File: src/hw/rtl/grbp_pkg.sv
// Shared types, register codes and the byte finishing function for the glyph row bit packer.
// No dependencies; imported by every module of the block.
package grbp_pkg;

  localparam int PIX_W   = 8;  // pixel_color width
  localparam int BYTE_W  = 8;  // prom_byte width
  localparam int COL_W   = 6;  // column counter width (wraps at 64)
  localparam int ROW_W   = 5;  // row counter width (wraps at 32)
  localparam int CIDX_W  = 3;  // config register index width
  localparam int CDATA_W = 8;  // config write data width
  localparam int MAX_HEIGHT = 32;

  // Config register indexes
  typedef enum logic [CIDX_W-1:0] {
    REG_DOT_COLOR       = 3'd0,
    REG_GLYPH_WIDTH     = 3'd1,
    REG_GLYPH_HEIGHT    = 3'd2,
    REG_KEPT_BITS       = 3'd3,
    REG_BYTES_PER_GLYPH = 3'd4,
    REG_NEGATE          = 3'd5,
    REG_LEFT_ALIGN      = 3'd6
  } cfg_reg_t;

  typedef struct packed {
    logic [7:0] dot_color;
    logic [6:0] glyph_width;
    logic [5:0] glyph_height;
    logic [3:0] kept_bits;
    logic [5:0] bytes_per_glyph;
    logic       negate;
    logic       left_align;
  } cfg_t;

  localparam cfg_t CFG_RESET = '{
    dot_color:       8'd1,
    glyph_width:     7'd8,
    glyph_height:    6'd8,
    kept_bits:       4'd8,
    bytes_per_glyph: 6'd16,
    negate:          1'b0,
    left_align:      1'b0
  };

  // Row result handed from the packer to the output stage
  typedef struct packed {
    logic              valid;  // a row ended on this beat
    logic [BYTE_W-1:0] data;   // finished row byte
    logic              last;   // row byte closes the glyph (no padding)
    logic [5:0]        pad;    // padding bytes to follow
  } row_res_t;

  // Invert, mask to the kept bits, optionally align to bit 7
  function automatic logic [BYTE_W-1:0] finish_byte(logic [BYTE_W-1:0] bits, cfg_t c);
    logic [3:0]        k;
    logic [BYTE_W:0]   m;
    logic [BYTE_W-1:0] v;
    k = (c.kept_bits > 4'd8) ? 4'd8 : c.kept_bits;
    m = ({{BYTE_W{1'b0}}, 1'b1} << k) - {{BYTE_W{1'b0}}, 1'b1};
    v = (c.negate ? ~bits : bits) & m[BYTE_W-1:0];
    if (c.left_align) begin
      v = v << (4'd8 - k);
    end
    return v;
  endfunction

endpackage

File: src/hw/rtl/glyph_row_bit_packer.sv
// Glyph row bit packer: pixel stream in, packed glyph row bytes out.
//
// Usage:
//  - in_*: one pixel color index per beat, in raster order.
//  - out_*: one byte per beat; tuser marks padding bytes, tlast the glyph's
//    final byte. A row byte appears when a row's last pixel is taken; after a
//    glyph's last row the padding bytes follow back to back.
//  - cfg_*: register writes, always ready; write only while the block is idle.
// A row byte enters the output register, or the skid slot in a stall, when the row's
// last pixel beat is taken. Throughput: one pixel per cycle while in_tready is high.
// The padding sequencer feeds the output register one byte per cycle while out_tready
// is high; in_tready is low while a glyph's bytes_per_glyph - glyph_height pads are owed.
// Stall: a two-entry output (register plus skid slot) keeps pixels flowing
// while the receiver stalls; in_tready drops once the skid slot holds a byte.
// Reset (rst_n low, synchronous): counters, row register and output cleared,
// registers back to their defaults. No clearing pass is needed.
// Depends on grbp_pkg, grbp_row and grbp_out.
module glyph_row_bit_packer
  import grbp_pkg::*;
#(
  parameter int COLOR_BITS = 8,
  parameter int MAX_WIDTH  = 64,
  parameter int MAX_BYTES  = 32
) (
  input  logic               clk,
  input  logic               rst_n,
  // pixel stream
  input  logic               in_tvalid,
  output logic               in_tready,
  input  logic [PIX_W-1:0]   in_tdata,   // [7:0] pixel_color
  // byte stream
  output logic               out_tvalid,
  input  logic               out_tready,
  output logic [BYTE_W-1:0]  out_tdata,  // [7:0] prom_byte
  output logic               out_tuser,  // [0] is_padding
  output logic               out_tlast,  // glyph_last
  // register writes
  input  logic               cfg_valid,
  output logic               cfg_ready,
  input  logic [CIDX_W-1:0]  cfg_index,
  input  logic [CDATA_W-1:0] cfg_data
);

  cfg_t     cfg_r, cfg_nxt;
  row_res_t res;
  logic     take_ok;
  logic     pix_fire;

  assign cfg_ready = 1'b1;
  assign in_tready = take_ok;
  assign pix_fire  = in_tvalid && take_ok;

  // Register file
  always_comb begin
    cfg_nxt = cfg_r;
    if (cfg_valid) begin
      unique case (cfg_reg_t'(cfg_index))
        REG_DOT_COLOR:       cfg_nxt.dot_color       = cfg_data;
        REG_GLYPH_WIDTH:     cfg_nxt.glyph_width     = cfg_data[6:0];
        REG_GLYPH_HEIGHT:    cfg_nxt.glyph_height    = cfg_data[5:0];
        REG_KEPT_BITS:       cfg_nxt.kept_bits       = cfg_data[3:0];
        REG_BYTES_PER_GLYPH: cfg_nxt.bytes_per_glyph = cfg_data[5:0];
        REG_NEGATE:          cfg_nxt.negate          = cfg_data[0];
        REG_LEFT_ALIGN:      cfg_nxt.left_align      = cfg_data[0];
        default:             cfg_nxt = cfg_r;
      endcase
    end
  end

  always_ff @(posedge clk) begin
    if (!rst_n) begin
      cfg_r <= CFG_RESET;
    end else begin
      cfg_r <= cfg_nxt;
    end
  end

  grbp_row #(
    .COLOR_BITS (COLOR_BITS),
    .MAX_WIDTH  (MAX_WIDTH),
    .MAX_BYTES  (MAX_BYTES)
  ) u_row (
    .clk       (clk),
    .rst_n     (rst_n),
    .cfg       (cfg_r),
    .pix_fire  (pix_fire),
    .pix_color (in_tdata),
    .res       (res)
  );

  grbp_out u_out (
    .clk        (clk),
    .rst_n      (rst_n),
    .cfg        (cfg_r),
    .res        (res),
    .take_ok    (take_ok),
    .out_tvalid (out_tvalid),
    .out_tready (out_tready),
    .out_tdata  (out_tdata),
    .out_tuser  (out_tuser),
    .out_tlast  (out_tlast)
  );

endmodule

File: src/hw/rtl/grbp_row.sv
// Dot compare, row shift register and column/row counters of the glyph row bit packer.
// Depends on grbp_pkg; flags a valid row_res_t when an accepted pixel beat ends a row.
module grbp_row
  import grbp_pkg::*;
#(
  parameter int COLOR_BITS = 8,
  parameter int MAX_WIDTH  = 64,
  parameter int MAX_BYTES  = 32
) (
  input  logic             clk,
  input  logic             rst_n,
  input  cfg_t             cfg,
  input  logic             pix_fire,
  input  logic [PIX_W-1:0] pix_color,
  output row_res_t         res
);

  localparam int CMP_BITS = (COLOR_BITS < PIX_W) ? COLOR_BITS : PIX_W;
  localparam int WCAP     = (MAX_WIDTH < 127) ? MAX_WIDTH : 127;
  localparam int NBCAP    = (MAX_BYTES < 63) ? MAX_BYTES : 63;

  logic [COL_W-1:0]  column_r, column_nxt;
  logic [ROW_W-1:0]  row_r, row_nxt;
  logic [BYTE_W-1:0] shift_r, shift_nxt;

  logic [6:0]        w_eff;
  logic [5:0]        h_eff, nb_eff;
  logic              dot;
  logic [BYTE_W-1:0] shift_new;
  logic [COL_W-1:0]  col_new;
  logic [ROW_W-1:0]  row_new;
  logic              row_end, glyph_end;
  logic [5:0]        pad_cnt;

  // Effective limits with out-of-range values clamped
  always_comb begin
    w_eff  = (cfg.glyph_width == 7'd0) ? 7'd1 : cfg.glyph_width;
    if (w_eff > 7'(WCAP)) begin
      w_eff = 7'(WCAP);
    end
    h_eff  = (cfg.glyph_height == 6'd0) ? 6'd1 : cfg.glyph_height;
    if (h_eff > 6'(MAX_HEIGHT)) begin
      h_eff = 6'(MAX_HEIGHT);
    end
    nb_eff = (cfg.bytes_per_glyph > 6'(NBCAP)) ? 6'(NBCAP) : cfg.bytes_per_glyph;
    pad_cnt = (nb_eff > h_eff) ? (nb_eff - h_eff) : 6'd0;
  end

  // Dot bit, shift and counter advance
  always_comb begin
    dot       = (pix_color[CMP_BITS-1:0] == cfg.dot_color[CMP_BITS-1:0]);
    shift_new = {shift_r[BYTE_W-2:0], dot};
    col_new   = column_r + COL_W'(1);
    row_new   = row_r + ROW_W'(1);
    row_end   = (col_new == '0) || ({1'b0, col_new} >= w_eff);
    glyph_end = (row_new == '0) || ({1'b0, row_new} >= h_eff);
  end

  // Next state
  always_comb begin
    column_nxt = column_r;
    row_nxt    = row_r;
    shift_nxt  = shift_r;
    if (pix_fire) begin
      if (row_end) begin
        column_nxt = '0;
        shift_nxt  = '0;
        row_nxt    = glyph_end ? '0 : row_new;
      end else begin
        column_nxt = col_new;
        shift_nxt  = shift_new;
      end
    end
  end

  always_ff @(posedge clk) begin
    if (!rst_n) begin
      column_r <= '0;
      row_r    <= '0;
      shift_r  <= '0;
    end else begin
      column_r <= column_nxt;
      row_r    <= row_nxt;
      shift_r  <= shift_nxt;
    end
  end

  // Row result for the output stage
  always_comb begin
    res.valid = pix_fire && row_end;
    res.data  = finish_byte(shift_new, cfg);
    res.last  = glyph_end && (pad_cnt == 6'd0);
    res.pad   = glyph_end ? pad_cnt : 6'd0;
  end

endmodule

File: src/hw/rtl/grbp_out.sv
// Output register, skid slot and padding sequencer of the glyph row bit packer.
// Depends on grbp_pkg; takes row_res_t from grbp_row and drives the result stream.
module grbp_out
  import grbp_pkg::*;
(
  input  logic              clk,
  input  logic              rst_n,
  input  cfg_t              cfg,
  input  row_res_t          res,
  output logic              take_ok,
  output logic              out_tvalid,
  input  logic              out_tready,
  output logic [BYTE_W-1:0] out_tdata,
  output logic              out_tuser,
  output logic              out_tlast
);

  logic              out_valid_r, out_valid_nxt;
  logic [BYTE_W-1:0] out_data_r, out_data_nxt;
  logic              out_pad_r, out_pad_nxt;
  logic              out_last_r, out_last_nxt;
  logic              skid_valid_r, skid_valid_nxt;
  logic [BYTE_W-1:0] skid_data_r, skid_data_nxt;
  logic              skid_last_r, skid_last_nxt;
  logic [5:0]        pad_left_r, pad_left_nxt;
  logic              slot_free;
  logic [BYTE_W-1:0] pad_byte;

  // New pixels only while the skid slot is empty and no padding is owed
  assign take_ok   = !skid_valid_r && (pad_left_r == 6'd0);
  assign slot_free = !out_valid_r || out_tready;
  assign pad_byte  = finish_byte('0, cfg);

  // Fill order for the output register: skid, fresh row byte, padding
  always_comb begin
    out_valid_nxt  = out_valid_r && !out_tready;
    out_data_nxt   = out_data_r;
    out_pad_nxt    = out_pad_r;
    out_last_nxt   = out_last_r;
    skid_valid_nxt = skid_valid_r;
    skid_data_nxt  = skid_data_r;
    skid_last_nxt  = skid_last_r;
    pad_left_nxt   = pad_left_r;
    if (slot_free) begin
      priority if (skid_valid_r) begin
        out_valid_nxt  = 1'b1;
        out_data_nxt   = skid_data_r;
        out_pad_nxt    = 1'b0;
        out_last_nxt   = skid_last_r;
        skid_valid_nxt = 1'b0;
      end else if (res.valid) begin
        out_valid_nxt = 1'b1;
        out_data_nxt  = res.data;
        out_pad_nxt   = 1'b0;
        out_last_nxt  = res.last;
      end else if (pad_left_r != 6'd0) begin
        out_valid_nxt = 1'b1;
        out_data_nxt  = pad_byte;
        out_pad_nxt   = 1'b1;
        out_last_nxt  = (pad_left_r == 6'd1);
        pad_left_nxt  = pad_left_r - 6'd1;
      end
    end else if (res.valid) begin
      skid_valid_nxt = 1'b1;
      skid_data_nxt  = res.data;
      skid_last_nxt  = res.last;
    end
    // row results only arrive while no padding is owed
    if (res.valid) begin
      pad_left_nxt = res.pad;
    end
  end

  always_ff @(posedge clk) begin
    if (!rst_n) begin
      out_valid_r  <= 1'b0;
      skid_valid_r <= 1'b0;
      pad_left_r   <= '0;
    end else begin
      out_valid_r  <= out_valid_nxt;
      skid_valid_r <= skid_valid_nxt;
      pad_left_r   <= pad_left_nxt;
    end
  end

  // Payload, no reset
  always_ff @(posedge clk) begin
    out_data_r  <= out_data_nxt;
    out_pad_r   <= out_pad_nxt;
    out_last_r  <= out_last_nxt;
    skid_data_r <= skid_data_nxt;
    skid_last_r <= skid_last_nxt;
  end

  assign out_tvalid = out_valid_r;
  assign out_tdata  = out_data_r;
  assign out_tuser  = out_pad_r;
  assign out_tlast  = out_last_r;

endmodule

File: config.mk
export PLATFORM = sky130hd
export DESIGN_NAME = glyph_row_bit_packer
export DESIGN_NICKNAME = d
export VERILOG_FILES = /design/src/hw/rtl/grbp_pkg.sv /design/src/hw/rtl/glyph_row_bit_packer.sv /design/src/hw/rtl/grbp_row.sv /design/src/hw/rtl/grbp_out.sv
export SDC_FILE = /design/constraint.sdc
export NUM_CORES = 1
export LEC_CHECK = 0
export BUFFER_PORTS_ARGS = -buffer_cell sky130_fd_sc_hd__buf_2
export CAP_MARGIN = 20
export CORE_MARGIN = 1.5
export CORE_UTILIZATION = 59
export CTS_BUF_LIST = sky130_fd_sc_hd__clkbuf_8
export DETAILED_ROUTE_END_ITERATION = 10
export PLACE_DENSITY = 0.78
export SYNTH_ARGS = -nofsm -noshare
export SYNTH_HDL_FRONTEND = slang
export SYNTH_HIERARCHICAL = 1
export SYNTH_SLANG_ARGS = --single-unit
File: constraint.sdc
create_clock -name clk -period 4.3 [get_ports clk]
set_input_delay 0.645 -clock clk [delete_from_list [all_inputs] [get_ports clk]]
set_output_delay 0.645 -clock clk [all_outputs]
set_load 0.005 [all_outputs]
==> run_results.csv, run 1 <==
group,metric,value,unit
status,outcome,"finished, final reports clean",
timing,skew,13.3,ps
global_route,grt_pass1_wl,21.7,mm
timing,worst_slack,380,ps
die,initial_core_util,61.0,%
global_route,track_usage,26.5,%
timing,drv_slew,0,
clocking,cts_root_buf,"clkbuf_8",
clocking,clk_pin_slew,90,ps
die,die_area,0.0102,sq mm
logic_synthesis,ys_warn_count,6,
clocking,holdBufCountCts,0,
layout,fin_nets,738,
layout,layout-drive-gt1-share,13.0,%
logic_synthesis,ys_seq_area_share,31.0,%
worst_setup_path,critPathRequiredTime,4380,ps
global_route,use_met2,44.3,%
logic_synthesis,syn_inst,653,
worst_setup_path,worstPathMaxFanout,6,
die,die_h,101,um
global_route,grt.met3_usage,4.65,%
place,numPortBuffers,35,
power,intPower,1.30,mW
worst_setup_path,critPathSlowestCell,"dfxtp_1",
clocking,post_cts_buffers,0,
route,via_per_inst,5.97,
timing,hold_viol_final,0,
timing,slew_headroom,32.2,%
power,ir_worst_vdd,271,uV
worst_setup_path,crit_arrival,4000,ps
timing,fin_crit_sh,91.2,%
clocking,h-tree-depth,3,
clocking,post_cts_resized,0,
route,vias,4851,
place,dp_slack,391,ps
logic_synthesis,ys.flop_type,"dfxtp_1",
power,power_frac_comb,27.4,%
clocking,clkSinkCount,78,
worst_setup_path,critPathTopFamily,"compound AO/OA/AOI/OAI gates",
worst_setup_path,cp_cell_sequence,"nor2b_1 -> clkinv_1 -> ha_1 -> ha_1 -> nor2b_2 -> inv_1 -> ha_1 -> inv_1 -> o311a_1 -> o21ai_1 -> a311oi_1 -> a311oi_1 -> o311ai_0 -> a21o_1 -> o22ai_1 -> a21bo_2 -> nand2_1 -> a31oi_1",
layout,diodes,0,
timing,period_needed,3920,ps
logic_synthesis,async_flop_share,0,%
layout,syn_to_final_growth,8.00,%
worst_setup_path,end_kind,"flop",
route,post_drt_wl_per_cell,16.0,um
logic_synthesis,ys_types,86,
logic_synthesis,postSynthRegisterBits,78,
timing,fin_setup_tns,0,ps
power,p_sw_share,32.8,%
global_route,use_met1,34.5,%
route,ant_nets,0,
power,pwr-share-seq,47.0,%
worst_setup_path,critPathBufInv,3,
run,cap_violations,0,
clocking,cts_tree,"built",
die,rows,35,
place,gp_congestion,0.942,
place,dp_hpwl,9.66,mm
logic_synthesis,synth-edff-count,19,
logic_synthesis,synth_area_per_cell,8.67,sq um
route,drt_iter0_drc,311,
power,power_switching,0.634,mW
power,p_leak,2.54,nW
global_route,overflow,0,
worst_setup_path,cp_common_cell,"ha_1",
route,first_pass_iters,5,
die,core-area,0.00928,sq mm
min_path,hp-class,"reg -> reg",
route,drc,0,
clocking,worstSkewPairLatency,340,ps
clocking,cts-buffers-inserted,9,
timing,setup_violations,0,
global_route,grt_pass1_vias,4644,
timing,rsz0062_at_grt,"false",
logic_synthesis,synth_fp_nets,713,
die,num_io_pins,37,
logic_synthesis,synth_area,0.00566,sq mm
worst_setup_path,crit_path_start_kind,"flop",
worst_setup_path,critPathMaxStageDelay,330,ps
worst_setup_path,rrSetupSlack,380,ps
global_route,grt_busiest_layer,"met2",
timing,max_freq,255,MHz
die,die_w,101,um
global_route,grt_max_degree,72,
timing,tightest_slew,1010,ps
global_route,antenna_found_initial,0,
power,p_per_area,317,mW/mm^2
power,power_frac_clock,25.7,%
worst_setup_path,worst-setup-path-type,"reg -> reg",
clocking,clockBufferDepth,2,
route,routed_wl,13.0,mm
## kinds of logic after synthesis
logic type / share of synthesized area, %
muxes: 6.92
adders and majority gates: 8.09
and+or+nand+nor: 25.0
DFF: 31.0
other: 0.0663
xor gates and xnor gates: 4.95
buffers and inverters: 4.31
AOI/OAI and AO/OA: 19.7
## placed cells by master (no fill, tap or decap), drive strengths merged, types with 12 or more instances in the layout
master / n
ha: 35
xor2: 12
a21oi: 20
o21ai: 31
nor2b: 43
nor2: 36
mux2i: 38
nand2: 86
edfxtp: 19
buf: 45
dfxtp: 59
xnor2: 20
inv: 27
nand2b: 22
## cells in the mapped netlist, drive strengths merged, types with 20 or more instances
master  instances  area share, %
nand2b         22            2.4
o21ai          31            3.0
a21oi          20            2.0
xnor2          20            3.1
nor2           36            2.4
nand2          86            5.7
ha             35            7.7
nor2b          43            4.8
dfxtp          59             21
inv            22            1.5
mux2i          38            6.7
## worst paths after layout
| kind | startpoint | to | depth (start not counted) |
|---|---|---|---|
| worst min register to register | cfg_r[3] | cfg_r[3] | 2 |
| worst min-delay path | cfg_r[3] | cfg_r[3] | 2 |
| worst max-delay path | cfg_r[8] | u_out/out_tdata[7] | 18 |
| worst max register to register | cfg_r[8] | u_out/out_tdata[7] | 18 |
## layer usage
| layer | up-vias | share of wire, % |
|---|---|---|
| li1 | 2398 | - |
| met1 | 2324 | 46 |
| met2 | 112 | 48 |
| met3 | 17 | 3.9 |
| met4 | 0 | 1.7 |
| met5 | - | 0 |
## layout make-up
| class | count | area, sq um |
|---|---|---|
| clock buffers | 9 | 124 |
| clock inverters | 7 | 47.5 |
| fillers | 811 | 3170 |
| inverters | 25 | 98.8 |
| multi-input cells | 519 | 3670 |
| flip-flops and latches | 78 | 1750 |
| well taps | 129 | 161 |
| repair buffers | 45 | 263 |
## worst register-to-register path: cells and delay by family, from the launching register on
kind                       cells  cell delay, ps
adders and majority gates      3             700
DFF                            1             330
AOI/OAI and AO/OA              9            1940
buffers and inverters          3             260
and+or+nand+nor                3             450
## sequential cells by signal, summed over array words and instances (netlist names), 5 cells and up
register	count
cfg_r	33
u_out/out_tdata	8
u_out/skid_data_r	8
u_row/shift_r	7
u_out/pad_left_r	6
u_row/column_r	6
u_row/row_r	5
## metrics by stage
stage / area (sq um) / hold WS [ps] / power, mW / instances / util [%]
2_1_floorplan: 5660 / 430 / 1.30 / 653 / -
3_3_place_gp: 5910 / 445 / 1.44 / 794 / 63.7
3_5_place_dp: 5910 / 453 / 1.45 / 794 / 63.7
4_1_cts: 6080 / 464 / 1.95 / 810 / 65.5
5_1_grt: 6110 / 488 / 2.05 / 812 / 65.8
6_report: 6110 / 462 / 1.94 / 812 / 65.8
## power by group through the flow
| stage | Sequential (mW) | Clock [mW] | Combinational (mW) |
|---|---|---|---|
| 2_1_floorplan | 0.922 | 0 | 0.377 |
| 3_3_place_gp | 0.926 | 0 | 0.515 |
| 3_5_place_dp | 0.928 | 0 | 0.526 |
| 4_1_cts | 0.911 | 0.508 | 0.529 |
| 5_1_grt | 0.920 | 0.542 | 0.591 |
| 6_report | 0.909 | 0.497 | 0.530 |
Power figures use the tool's default switching activity.
==> inputs of run 2 (changes only) <==
CORE_UTILIZATION = 35   (was 59)
PLACE_DENSITY = unset   (was 0.78)
==> run 2 against run 1 <==
  * Via count shrank 0.66%
  * Critical path depth is the same
  * Clock skew grew 0.95 ps
  * Die area grew 66%
  * Combinational power grew 3%
  * Largest cell class unchanged
  * Non-clock buffer count grew 3
  * First-iteration DRC count shrank 2.6%
  * Register-to-register slack is essentially flat
==> run_results.csv, run 2 (synthesis gave the netlist of run 1 again) <==
group,metric,value,unit
clocking,clkSinkCount,78,
min_path,hp-start,"cfg_r[4]",
worst_setup_path,rr_startpoint,"cfg_r[11]",
route,first_pass_iters,5,
timing,fin_crit_sh,90.9,%
clocking,clk_pin_slew,90,ps
worst_setup_path,end_kind,"flop",
timing,skew,14.3,ps
die,die_area,0.0169,sq mm
clocking,holdBufCountCts,0,
power,p_sw_share,33.1,%
clocking,cts_root_buf,"clkbuf_8",
layout,fin_nets,741,
global_route,antenna_found_initial,0,
route,ant_nets,0,
layout,syn_to_final_growth,10.8,%
global_route,grt_pass1_vias,4661,
clocking,clockBufferDepth,2,
die,core-area,0.0158,sq mm
die,die_h,130,um
power,p_leak,2.56,nW
timing,setup_violations,0,
clocking,worstSkewPairLatency,370,ps
layout,final_cell_mix,"nand2_1 (86), dfxtp_1 (59), nor2b_1 (43), mux2i_1 (38), nor2_1 (36)",
run,cap_violations,0,
layout,regMostFlops,"cfg_r",
layout,final_cell_area,0.00627,sq mm
clocking,h-tree-depth,3,
route,drc,0,
worst_setup_path,crit_path_start_kind,"flop",
timing,fin_setup_tns,0,ps
min_path,hold_depth,2,
place,numPortBuffers,35,
timing,tightest_slew,890,ps
worst_setup_path,worst-setup-path-type,"reg -> reg",
timing,slew_headroom,40.6,%
layout,fillers,1595,
min_path,hp-class,"reg -> reg",
die,initial_core_util,35.8,%
power,p_per_area,326,mW/mm^2
layout,layout_commonest_cell,"nand2_1",
worst_setup_path,crit_arrival,4010,ps
global_route,grt_max_degree,72,
route,via_per_inst,5.34,
worst_setup_path,r2r_end,"u_out/out_tdata[7]",
global_route,track_usage,17.0,%
timing,hold_viol_final,0,
worst_setup_path,r2r_cells,18,
power,pwr-share-seq,44.4,%
place,gp_congestion,0.881,
timing,period_needed,3910,ps
die,num_io_pins,37,
worst_setup_path,worstPathMaxFanout,6,
layout,largest_reg_flops,33,
clocking,cts_tree,"built",
route,drt_iter0_drc,303,
die,rows,46,
layout,layout-drive-gt1-share,13.4,%
worst_setup_path,critPathRequiredTime,4400,ps
timing,max_freq,256,MHz
status,outcome,"finished, final reports clean",
layout,diodes,0,
worst_setup_path,rrSetupSlack,390,ps
global_route,grt_pass1_wl,22.9,mm
power,power_frac_clock,28.9,%
power,ir_worst_vdd,186,uV
power,power_frac_comb,26.8,%
min_path,hold_path_end,"cfg_r[4]",
place,dp_hpwl,10.3,mm
timing,drv_slew,0,
route,routed_wl,14.0,mm
route,vias,4819,
clocking,cts-buffers-inserted,9,
timing,rsz0062_at_grt,"false",
route,post_drt_wl_per_cell,15.5,um
power,power_switching,0.676,mW
die,die_w,130,um
place,place_area,0.00603,sq mm
power,intPower,1.37,mW
global_route,overflow,0,
## run 2: cell type report
| class | instances | area, sq um | share of cell area, % |
|---|---|---|---|
| multi-input combinational | 519 | 3660 | 58.4 |
| inverter | 25 | 98.8 | 1.58 |
| tap | 216 | 270 | 4.31 |
| clock inverter | 7 | 77.6 | 1.24 |
| clock buffer | 9 | 124 | 1.98 |
| sequential | 78 | 1750 | 27.9 |
| timing repair buffer | 48 | 285 | 4.55 |
## run 2: per-stage QoR
step | util, % | cells | setup WS (ps) | power, mW | hold WS [ps]
2_1_floorplan | - | 653 | 470 | 1.30 | 430
3_3_place_gp | 38.1 | 883 | 613 | 1.45 | 449
3_5_place_dp | 38.1 | 883 | 370 | 1.46 | 455
4_1_cts | 39.4 | 899 | 372 | 2.06 | 474
5_1_grt | 39.6 | 902 | 58.0 | 2.17 | 492
6_report | 39.6 | 902 | 391 | 2.04 | 470
## run 2: worst max-delay path: stages (launching register included)
cell and delay, ps:
dfxtp_1 340, nor2b_1 160, clkinv_1 100, ha_1 230, ha_1 220, nor2b_1 150, inv_1 90, ha_1 260
inv_1 60, o311a_1 330, o21ai_1 240, a311oi_1 140, a311oi_1 270, o311ai_0 240, a21o_1 230, o22ai_1 200
a21bo_2 260, nand2_1 70, a31oi_1 60
## run 2: worst max path at each step
stage                         start  slack [ps]  depth (start not counted)                 end
final                     cfg_r[11]         390                         18  u_out/out_tdata[7]
after global routing      cfg_r[11]          60                         18  u_out/out_tdata[7]
after CTS                 cfg_r[11]         370                         18  u_out/out_tdata[7]
after detailed placement  cfg_r[11]         370                         18  u_out/out_tdata[7]
after global placement     cfg_r[8]         610                         18  u_out/out_tdata[7]
after floorplan           cfg_r[11]         470                         19  u_out/out_tdata[7]
## run 2: per-layer routing
layer | part of all wire, % | global-route usage (%) | vias up
met5 | 0 | 0 | -
met1 | 49 | 23.4 | 2268
met3 | 4.6 | 2.91 | 26
met4 | 2.0 | 5.49 | 0
li1 | - | - | 2413
met2 | 45 | 27.1 | 112
## run 2: power groups by stage
stage | registers (mW) | clock network (mW) | logic, mW
after floorplan | 0.922 | 0 | 0.377
after detailed placement | 0.927 | 0 | 0.536
after global placement | 0.924 | 0 | 0.521
after CTS | 0.911 | 0.607 | 0.540
after global routing | 0.920 | 0.637 | 0.611
final | 0.907 | 0.590 | 0.547
## run 2: timing repair
action | in CTS | in global routing
buffers inserted | 0 | 0
setup endpoints to repair | 0 | 1
gates resized for setup | 0 | 1
